--- src/design/fbpa_pkg.sv ---
// Shared types, widths and constants of the fixed block pool allocator.
// Used by every module of the block and by its checker.
package fbpa_pkg;

   // Widths of the item fields and configuration registers
   localparam int unsigned OPCODE_W    = 2;
   localparam int unsigned INDEX_W     = 8;
   localparam int unsigned COUNT_W     = 9;
   localparam int unsigned SIZE_W      = 16;
   localparam int unsigned ADDR_W      = 32;
   localparam int unsigned STATUS_W    = 2;
   localparam int unsigned CSR_INDEX_W = 2;
   localparam int unsigned CSR_DATA_W  = 32;

   // Default pool depth and index limit imposed by the 8-bit index field
   localparam int unsigned DEF_NUM_BLOCKS = 256;
   localparam int unsigned INDEX_LIMIT    = 256;

   // Marker for an empty recycle list and the smallest block in bytes
   localparam logic [COUNT_W-1:0] HEAD_EMPTY      = COUNT_W'(256);
   localparam logic [SIZE_W-1:0]  MIN_BLOCK_BYTES = SIZE_W'(4);

   // Register reset values
   localparam logic [COUNT_W-1:0] RST_BLOCK_COUNT = COUNT_W'(256);
   localparam logic [SIZE_W-1:0]  RST_BLOCK_SIZE  = SIZE_W'(4);
   localparam logic [ADDR_W-1:0]  RST_ARENA_BASE  = '0;

   // Register indexes on the csr port
   localparam logic [CSR_INDEX_W-1:0] CSR_BLOCK_COUNT = 2'd0;
   localparam logic [CSR_INDEX_W-1:0] CSR_BLOCK_SIZE  = 2'd1;
   localparam logic [CSR_INDEX_W-1:0] CSR_ARENA_BASE  = 2'd2;

   typedef enum logic [OPCODE_W-1:0] {
      OP_INIT  = 2'd0,
      OP_ALLOC = 2'd1,
      OP_FREE  = 2'd2,
      OP_NOP   = 2'd3
   } opcode_type;

   typedef enum logic [STATUS_W-1:0] {
      ST_OK         = 2'd0,
      ST_POOL_EMPTY = 2'd1,
      ST_BAD_INDEX  = 2'd2,
      ST_POOL_FULL  = 2'd3
   } status_type;

endpackage

--- src/design/fbpa_addr_gen.sv ---
// Byte address of a granted block: arena base plus index times block size.
// Depends on fbpa_pkg for the field widths.
module fbpa_addr_gen (
   input  logic [fbpa_pkg::INDEX_W-1:0] index,
   input  logic [fbpa_pkg::SIZE_W-1:0]  unit_bytes,
   input  logic [fbpa_pkg::ADDR_W-1:0]  arena_base,
   output logic [fbpa_pkg::ADDR_W-1:0]  address
);
   import fbpa_pkg::*;

   logic [SIZE_W-1:0]          bytes;
   logic [INDEX_W+SIZE_W-1:0]  offset;

   // Blocks smaller than a word are laid out as words
   assign bytes  = (unit_bytes < MIN_BLOCK_BYTES) ? MIN_BLOCK_BYTES : unit_bytes;
   assign offset = (INDEX_W+SIZE_W)'(index) * (INDEX_W+SIZE_W)'(bytes);

   // Wraps at 2^32
   assign address = arena_base + ADDR_W'(offset);

endmodule

--- src/design/fixed_block_pool_allocator_top.sv ---
// Response: an accepted request enters S_EXEC; its response is registered when the update commits.
// Pacing: req_stall is high in S_EXEC, so a new item is taken only after the last one has
// committed; the registered link memory read of the recycle head is ready for the update.
// Reset: synchronous, active high; pool of min(256, NUM_BLOCKS) blocks, all free,
// recycle list empty. The link memory is not cleared and needs no clearing pass.
// Depends on fbpa_pkg and fbpa_addr_gen.
module fixed_block_pool_allocator_top #(
   parameter int unsigned NUM_BLOCKS = fbpa_pkg::DEF_NUM_BLOCKS
) (
   input  logic                              clock,
   input  logic                              reset,
   // request channel
   input  logic                              req_valid,
   output logic                              req_stall,
   input  logic [fbpa_pkg::OPCODE_W-1:0]     req_opcode,
   input  logic [fbpa_pkg::INDEX_W-1:0]      req_block_index,
   // response channel
   output logic                              rsp_valid,
   input  logic                              rsp_stall,
   output logic [fbpa_pkg::STATUS_W-1:0]     rsp_status,
   output logic [fbpa_pkg::INDEX_W-1:0]      rsp_granted_index,
   output logic [fbpa_pkg::ADDR_W-1:0]       rsp_granted_address,
   output logic [fbpa_pkg::COUNT_W-1:0]      rsp_free_count,
   output logic [fbpa_pkg::COUNT_W-1:0]      rsp_used_count,
   // configuration port
   input  logic                              csr_wr_en,
   input  logic [fbpa_pkg::CSR_INDEX_W-1:0]  csr_index,
   input  logic [fbpa_pkg::CSR_DATA_W-1:0]   csr_wdata
);
   import fbpa_pkg::*;

   // Only indices below 256 can ever be freed, so the link store stops there
   localparam int unsigned DEPTH = (NUM_BLOCKS < INDEX_LIMIT) ? NUM_BLOCKS : INDEX_LIMIT;
   localparam int unsigned AW    = (DEPTH > 1) ? $clog2(DEPTH) : 1;
   localparam logic [COUNT_W-1:0] POOL_MAX = COUNT_W'(DEPTH);

   typedef enum logic [1:0] {
      S_IDLE = 2'b01,
      S_EXEC = 2'b10
   } state_type;

   // Control and pool state
   state_type              state_ff, state_in;
   logic [COUNT_W-1:0]     head_ff, head_in;
   logic [COUNT_W-1:0]     fresh_ff, fresh_in;
   logic [COUNT_W-1:0]     free_ff, free_in;
   logic [COUNT_W-1:0]     pool_ff, pool_in;
   logic                   rsp_valid_ff, rsp_valid_in;

   // Configuration registers
   logic [COUNT_W-1:0]     block_count_ff;
   logic [SIZE_W-1:0]      unit_bytes_ff;
   logic [ADDR_W-1:0]      arena_base_ff;

   // Latched request
   opcode_type             op_ff;
   logic [INDEX_W-1:0]     op_index_ff;

   // Response payload
   status_type             status_ff, status_in;
   logic [INDEX_W-1:0]     gidx_ff, gidx_in;
   logic [ADDR_W-1:0]      gaddr_ff;
   logic [COUNT_W-1:0]     rsp_free_ff;
   logic [COUNT_W-1:0]     rsp_used_ff;

   // Link memory
   logic [INDEX_W-1:0]     link_mem [DEPTH];
   logic [INDEX_W-1:0]     link_rd_ff;
   logic                   link_we;

   // Datapath
   logic                   accept;
   logic                   commit;
   logic [COUNT_W:0]       list_sum;
   logic                   rec_nz;
   logic                   rec_gt1;
   logic                   use_recycle;
   logic [INDEX_W-1:0]     alloc_idx;
   logic [ADDR_W-1:0]      alloc_addr;
   logic                   alloc_ok;

   assign req_stall = (state_ff == S_EXEC);
   assign accept    = req_valid && (state_ff == S_IDLE);
   // Update may go ahead once the output register is free or being emptied
   assign commit    = (state_ff == S_EXEC) && (!rsp_valid_ff || !rsp_stall);

   // Recycle list length is free + fresh - pool; only zero and one matter
   assign list_sum    = {1'b0, free_ff} + {1'b0, fresh_ff};
   assign rec_nz      = (list_sum != {1'b0, pool_ff});
   assign rec_gt1     = rec_nz && (list_sum != ({1'b0, pool_ff} + (COUNT_W+1)'(1)));
   assign use_recycle = rec_nz && (head_ff < POOL_MAX);
   assign alloc_idx   = use_recycle ? head_ff[INDEX_W-1:0] : fresh_ff[INDEX_W-1:0];
   assign alloc_ok    = (op_ff == OP_ALLOC) && (free_ff != '0);

   fbpa_addr_gen u_addr_gen (
      .index      (alloc_idx),
      .unit_bytes (unit_bytes_ff),
      .arena_base (arena_base_ff),
      .address    (alloc_addr)
   );

   // Next state of the pool
   always_comb begin
      state_in     = state_ff;
      head_in      = head_ff;
      fresh_in     = fresh_ff;
      free_in      = free_ff;
      pool_in      = pool_ff;
      status_in    = ST_OK;
      gidx_in      = '0;
      link_we      = 1'b0;
      rsp_valid_in = rsp_valid_ff && rsp_stall;

      unique case (state_ff)
         S_IDLE: begin
            if (accept) begin
               state_in = S_EXEC;
            end
         end
         S_EXEC: begin
            if (commit) begin
               state_in     = S_IDLE;
               rsp_valid_in = 1'b1;
               case (op_ff)
                  OP_INIT: begin
                     pool_in  = (block_count_ff > POOL_MAX) ? POOL_MAX : block_count_ff;
                     free_in  = pool_in;
                     fresh_in = '0;
                     head_in  = HEAD_EMPTY;
                  end
                  OP_ALLOC: begin
                     if (!alloc_ok) begin
                        status_in = ST_POOL_EMPTY;
                     end else begin
                        gidx_in = alloc_idx;
                        free_in = free_ff - COUNT_W'(1);
                        if (use_recycle) begin
                           head_in = rec_gt1 ? {1'b0, link_rd_ff} : HEAD_EMPTY;
                        end else begin
                           fresh_in = fresh_ff + COUNT_W'(1);
                        end
                     end
                  end
                  OP_FREE: begin
                     if ({1'b0, op_index_ff} >= pool_ff) begin
                        status_in = ST_BAD_INDEX;
                     end else if (free_ff >= pool_ff) begin
                        status_in = ST_POOL_FULL;
                     end else begin
                        link_we = 1'b1;
                        head_in = {1'b0, op_index_ff};
                        free_in = free_ff + COUNT_W'(1);
                     end
                  end
                  default: begin
                  end
               endcase
            end
         end
         default: begin
            state_in = S_IDLE;
         end
      endcase
   end

   // Control registers
   always_ff @(posedge clock) begin
      if (reset) begin
         state_ff     <= S_IDLE;
         head_ff      <= HEAD_EMPTY;
         fresh_ff     <= '0;
         free_ff      <= POOL_MAX;
         pool_ff      <= POOL_MAX;
         rsp_valid_ff <= 1'b0;
      end else begin
         state_ff     <= state_in;
         head_ff      <= head_in;
         fresh_ff     <= fresh_in;
         free_ff      <= free_in;
         pool_ff      <= pool_in;
         rsp_valid_ff <= rsp_valid_in;
      end
   end

   // Configuration writes
   always_ff @(posedge clock) begin
      if (reset) begin
         block_count_ff <= RST_BLOCK_COUNT;
         unit_bytes_ff  <= RST_BLOCK_SIZE;
         arena_base_ff  <= RST_ARENA_BASE;
      end else if (csr_wr_en) begin
         unique case (csr_index)
            CSR_BLOCK_COUNT: block_count_ff <= csr_wdata[COUNT_W-1:0];
            CSR_BLOCK_SIZE:  unit_bytes_ff  <= csr_wdata[SIZE_W-1:0];
            CSR_ARENA_BASE:  arena_base_ff  <= csr_wdata[ADDR_W-1:0];
            default: begin
            end
         endcase
      end
   end

   // Request latch
   always_ff @(posedge clock) begin
      if (accept) begin
         op_ff       <= opcode_type'(req_opcode);
         op_index_ff <= req_block_index;
      end
   end

   // Link memory: head is read every cycle, so the data is ready in the update cycle
   always_ff @(posedge clock) begin
      if (link_we) begin
         link_mem[op_index_ff[AW-1:0]] <= head_ff[INDEX_W-1:0];
      end
      link_rd_ff <= link_mem[head_ff[AW-1:0]];
   end

   // Output register
   always_ff @(posedge clock) begin
      if (commit) begin
         status_ff   <= status_in;
         gidx_ff     <= gidx_in;
         gaddr_ff    <= (status_in == ST_OK && op_ff == OP_ALLOC) ? alloc_addr : '0;
         rsp_free_ff <= free_in;
         rsp_used_ff <= pool_in - free_in;
      end
   end

   assign rsp_valid           = rsp_valid_ff;
   assign rsp_status          = status_ff;
   assign rsp_granted_index   = gidx_ff;
   assign rsp_granted_address = gaddr_ff;
   assign rsp_free_count      = rsp_free_ff;
   assign rsp_used_count      = rsp_used_ff;

endmodule

--- config.mk ---
export PLATFORM = sky130hd
export DESIGN_NAME = fixed_block_pool_allocator_top
export DESIGN_NICKNAME = d
export VERILOG_FILES = /design/src/design/fbpa_pkg.sv /design/src/design/fbpa_addr_gen.sv /design/src/design/fixed_block_pool_allocator_top.sv
export SDC_FILE = /design/constraint.sdc
export NUM_CORES = 2
export LEC_CHECK = 0
export ABC_AREA = 1
export BUFFER_PORTS_ARGS = -buffer_cell sky130_fd_sc_hd__buf_2
export CAP_MARGIN = 20
export CELL_PAD_IN_SITES_DETAIL_PLACEMENT = 0
export CELL_PAD_IN_SITES_GLOBAL_PLACEMENT = 2
export CORE_MARGIN = 8
export CORE_UTILIZATION = 44
export DETAILED_ROUTE_END_ITERATION = 12
export PLACE_DENSITY_LB_ADDON = 0.1
export SLEW_MARGIN = 30
export SYNTH_ARGS = -nofsm -noshare
export SYNTH_HDL_FRONTEND = slang
export SYNTH_SLANG_ARGS = --single-unit
--- constraint.sdc ---
create_clock -name clock -period 10.47 [get_ports clock]
set_input_delay 1.047 -clock clock [delete_from_list [all_inputs] [get_ports clock]]
set_output_delay 1.047 -clock clock [all_outputs]
set_load 0.005 [all_outputs]
* Yosys cells after proc, flatten, opt, wreduce, memory -nomap -nowiden *
Memory sizes are Yosys's and may differ from the RTL's. A register that Yosys moved wholly into a read port is not among the register bits.
Index checks and enable logic that the tools add are counted.

cells by class
  $add $sub $neg = 7
  multipliers = 1
  divide/modulo/power cells = 0
  magnitude comparators = 5
  equality and inequality tests = 15
  shifts and indexed selects = 0
  muxes and demuxes = 39
  bitwise gates (word level) = 0
  reductions and logical operators = 23

operators by type and width
  kind                  count
  $mux 9                16
  $pmux 9 s3            2
  $add 32x24->32        1
  $mul 8x16->24         1
  $add 9x1->9 const B   2
  $pmux 9 s2            1
  $lt 16x3->1 const B   1
  $mux 16               1
  $mux 2                6
  $ne 2x2->1 const B    6
  $add 9x1->10 const B  1
  $add 9x9->10          1
  $mux 1                10
  $ne 10x10->1          1
  $ne 10x9->1           1
  $ge 8x9->1            1
  $ge 9x9->1            1
  $gt 9x9->1 const B    1
  $lt 9x9->1 const B    1
  $reduce_bool 9->1     1
  $sub 9x1->9 const B   1
  $sub 9x9->9           1
  $mux 8                1
  $pmux 2 s2            2
  other kinds (13)      29

word-level totals
  register bits = 166
  latch bits = 0
  memory bits (writable) = 2,048
  bits in read-only memories = 0
  output and inout bits = 62
  memories = 1

memories
  name      depth  bits a word  rd ports  clocked after Yosys merged registers in  wr ports  RTL line                              text
  link_mem  256    8            1         1                                        1         fixed_block_pool_allocator_top.sv:67  logic [INDEX_W-1:0] link_mem [DEPTH];

* Longest topological paths before layout *
  depth in word-level cells = 8
  mapped depth = 40
  gate-level depth less buffers = 39

* By module *
Synthesis repeated with hierarchy kept, for this count alone.

unflattened totals
  cells, all modules = 8,504
  area, all modules = 96,312.4 um2

by module, submodules not included
  module                          times used  cells an instance  area each (um2)  seq. area each (um2)
  fixed_block_pool_allocator_top  1           7,579              90,286.6         65,683.0
  fbpa_addr_gen                   1           925                6,025.8          0.0

* Least setup slack after synthesis *
OpenSTA, ideal clock, no wires.

  path type = reg2reg
  start = register head_ff[0]
  end = register gaddr_ff[18], in the netlist rsp_granted_address[18] (data pin)
  setup time = 259 ps
  arrival = 8,497 ps
  required time = 10,211 ps
  setup slack = 1,714 ps
  stages on the path, launching flop included = 27
  buffers on the path = 5
  path through = dfxtp_1 > buf_4 > buf_6 > buf_2 > buf_2 > buf_2 > o21ai_2 > inv_2 > nand2_1 > fa_1 > inv_1 > fa_1 > fa_1 > inv_1 > fa_1 > inv_1 > ha_1 > nand2_1 > o21ai_0 > nand2_1 > nand2_1 > a21oi_1 > o21ai_0 > nand2_1 > nand2_1 > nand2_1 > nor3b_1

on the way
  cells in the longest elaborated chain, start to end = 5

ends and longest elaborated chain
  item                    RTL line                               text
  start, declared         fixed_block_pool_allocator_top.sv:44   logic [COUNT_W-1:0] head_ff, head_in;
  start signal, assigned  fixed_block_pool_allocator_top.sv:177  head_ff <= head_in;
  $lt 9x9->1              fixed_block_pool_allocator_top.sv:91   assign use_recycle = rec_nz && (head_ff < POOL_MAX);
  $logic_and 1x1->1       fixed_block_pool_allocator_top.sv:91
  $mux 8 (*)              fixed_block_pool_allocator_top.sv:92   assign alloc_idx = use_recycle ? head_ff[INDEX_W-1:0] : fresh_ff[INDEX_W-1:0];
  $mul 8x16->24 (*)       fbpa_addr_gen.sv:16                    assign offset = (INDEX_W+SIZE_W)'(index) * (INDEX_W+SIZE_W)'(bytes);
  $add 32x24->32 (*)      fbpa_addr_gen.sv:19                    assign address = arena_base + ADDR_W'(offset);
  end signal, assigned    fixed_block_pool_allocator_top.sv:223  gaddr_ff <= (status_in == ST_OK && op_ff == OP_ALLOC) ? alloc_addr : '0;
  end, declared           fixed_block_pool_allocator_top.sv:62   logic [ADDR_W-1:0] gaddr_ff;

Mark *: on every way between the ends. The rest lies on a longest branch, timed or not.
A chain may end at the register's enable or synchronous reset.

* Final worst setup path *
  start = register fresh_ff[0]
  end = register gaddr_ff[20], in the netlist rsp_granted_address[20] (data pin)

on the way
  cells in the longest elaborated chain, start to end = 6

ends and longest elaborated chain
  item                    RTL line                               text
  start, declared         fixed_block_pool_allocator_top.sv:45   logic [COUNT_W-1:0] fresh_ff, fresh_in;
  start signal, assigned  fixed_block_pool_allocator_top.sv:178  fresh_ff <= fresh_in;
  $add 9x9->10            fixed_block_pool_allocator_top.sv:88   assign list_sum = {1'b0, free_ff} + {1'b0, fresh_ff};
  $ne 10x9->1             fixed_block_pool_allocator_top.sv:89   assign rec_nz = (list_sum != {1'b0, pool_ff});
  $logic_and 1x1->1       fixed_block_pool_allocator_top.sv:91
  $mux 8 (*)              fixed_block_pool_allocator_top.sv:92
  $mul 8x16->24 (*)       fbpa_addr_gen.sv:16
  $add 32x24->32 (*)      fbpa_addr_gen.sv:19

Marks and branches as above.

==> reports/metrics.cfg <==
[status]
status=finished, final reports clean

[floorplan]
fp.coreArea_sq_mm=0.215
fp-row-count=170
die_h_um=481
die_x_um=481
initial_core_util_pct=44.3
dieArea_sq_mm=0.232
io-pin-count=111

[timing]
hold_violations=0
worst_pin_slew_ps=1110
timing.final.max_slew_violations=0
setup_viol=0
min_period_ps=7850
slew_headroom_pct=25.8
rsz0062_at_grt=no
fin_skew_ps=27.3
fin_crit_sh_pct=75.0
finalSetupTns_ps=0
fmax_ghz=0.127

[setup_path]
critPathMaxFanout=17
startpoint_type=register
critPathCaptureType=register
worst_path_max_delay_cell=o21ai_0
cp_slowest_stage_delay_ps=600
cp.arrival_ps=8420
cp.required_ps=11050
critPathMostFrequentCell=nand2_1
path_class=reg -> reg

[synth]
synth-edff-count=2118
yosys_warnings=0
syn_area_per_cell_sq_um=11.7
syn_inst=8169
ys_seq_elements=2222
syn_area_sq_mm=0.0953
yosysSeqAreaShare_pct=69.0
ys.flop_type=edfxtp_1
synthArstFlopShare_pct=0
synthDistinctLibCells=50
syn_nets=8417

[clock_tree]
cts_tree=built
cts_resized=0
post_cts_buffers=0
clock_path_buffers=3
clock_latency_ps=860
cts.htree.levels=4
cts-root-buf=clkbuf_16
postCtsHoldBufs=0
cts.sinks=2222
path_clk_slew_ps=60
cts_made_buffers=230

[power_and_ir_drop]
cellPowerDensity_mw_per_mm2=168
p_leak_nw=41.8
vdd_ir_drop_max_mv=0.188

[cells_and_area]
fillCellCount=19100
regArea_sq_mm=0.0657
finalNetCount=8448
final_common_cell=edfxtp_1
multi_input_area_sq_mm=0.0260
areaGrowthSynthToFinish_pct=11.8
drive_gt1_share_pct=8.84
layout_common_cells=2118 x edfxtp_1, 1340 x nor2_1, 1121 x o21ai_0
final_core_util_pct=49.6

[grt]
grt_pass1_wl_mm=408
grt_max_degree=216
grt_remaining_overflow=0
antenna_found_initial=10
grt_pass1_vias=61200
track_usage_pct=23.2

[routing]
vias_per_cell=5.63
ant_nets=0
drtIter0Drc=5538
drc=0
first_pass_iters=6
vias=63200
wl_mm=276
wire_per_inst_um=24.6

[placed_design]
portBuffers=110
gp_congestion=0.865
hpwl_mm=159

[flow_run]
drv_cap=0

[worst_hold_path]
hold_path.class=in -> reg

[state kept, by name, indices dropped and copies added (netlist names), 16 cells and up]
signal,flops
arena_base_ff,32
link_mem,2048
rsp_granted_address,32
unit_bytes_ff,16
[power breakdown]
part           internal, mW  switching (mW)  total [mW]
Combinational        0.0662           0.195       0.261
Clock                  4.51            3.44        7.96
Sequential             9.61          0.0218        9.63
Total                  14.2            3.66        17.8
[final cells by class]
cell class / count / share of cell area (%)
multi-input cells: 5040 / 24.4
well taps: 2838 / 3.34
repair buffers: 343 / 2.39
flip-flops and latches: 2222 / 61.7
clock inverters: 124 / 1.05
diodes: 4 / 0.00940
clock buffers: 301 / 5.77
inverters: 363 / 1.31
[synthesized netlist by cell type, types with 8 or more instances]
| master | count | area, sq um |
|---|---|---|
| nor2_1 | 1343 | 5040 |
| o21ai_0 | 1121 | 5610 |
| buf_4 | 14 | 105 |
| or2_1 | 8 | 50.1 |
| nand4_1 | 28 | 175 |
| edfxtp_1 | 2118 | 63600 |
| inv_2 | 9 | 33.8 |
| clkbuf_1 | 365 | 1370 |
| buf_6 | 10 | 113 |
| nand3_1 | 552 | 2760 |
| fa_1 | 108 | 2160 |
| xor2_1 | 26 | 228 |
| a21oi_1 | 159 | 796 |
| nand2_1 | 839 | 3150 |
| inv_1 | 352 | 1320 |
| o21a_1 | 12 | 90.1 |
| xnor2_1 | 8 | 70.1 |
| o22ai_1 | 515 | 3220 |
| nor3_1 | 152 | 761 |
| dfxtp_1 | 104 | 2080 |
| ha_1 | 91 | 1140 |
| buf_1 | 49 | 184 |
| buf_2 | 105 | 526 |
[critical path: cells and delay by family, from the launching register on]
kind,cells,cell delay [ps]
compound gates,4,1270
fa+ha+maj,7,2950
buf+inv,5,790
flops,1,410
simple gates,17,2170
[cells by family after synthesis]
group	count (synthesis)	synth area share [%]
xor+xnor	34	0.313
buf+inv	907	3.87
fa+ha+maj	199	3.47
simple gates	2972	13.0
flops	2222	69.0
compound gates	1835	10.4
[worst paths after layout]
check | start | depth (start not counted) | slack, ps | to
setup / recovery | fresh_ff[0]$_SDFFE_PP0P_ | 33 | 2620 | rsp_granted_address[20]$_SDFFCE_PN0P_
hold / removal | req_block_index[7] | 1 | 360 | op_index_ff[7]$_DFFE_PP_
setup reg to reg | fresh_ff[0]$_SDFFE_PP0P_ | 33 | 2620 | rsp_granted_address[20]$_SDFFCE_PN0P_
hold reg to reg | arena_base_ff[24]$_SDFFE_PP0P_ | 2 | 460 | arena_base_ff[24]$_SDFFE_PP0P_
[stage by stage]
stage | hold slack (ps) | cell area, sq um | setup WS, ps | std cells | total power, mW
4_1_cts | 289 | 106000 | 2670 | 11200 | 18.0
3_3_place_gp | 446 | 99100 | 2680 | 10800 | 10.1
5_1_grt | 310 | 106000 | 2010 | 11200 | 18.4
3_5_place_dp | 447 | 99100 | 2690 | 10800 | 10.1
6_report | 361 | 106000 | 2620 | 11200 | 17.8
2_1_floorplan | 428 | 95300 | 1710 | 8169 | 9.96
[metal layers]
layer / vias to the layer above / routed length [um] / part of all wire, % / track usage [%]
li1: 29400 / - / - / -
met4: 0 / 6590 / 2.4 / 5.79
met3: 367 / 15000 / 5.4 / 3.05
met2: 1705 / 130000 / 47 / 37.7
met1: 31700 / 125000 / 45 / 33.3
met5: - / 0 / 0 / 0
(Power assumes the default switching activity.)
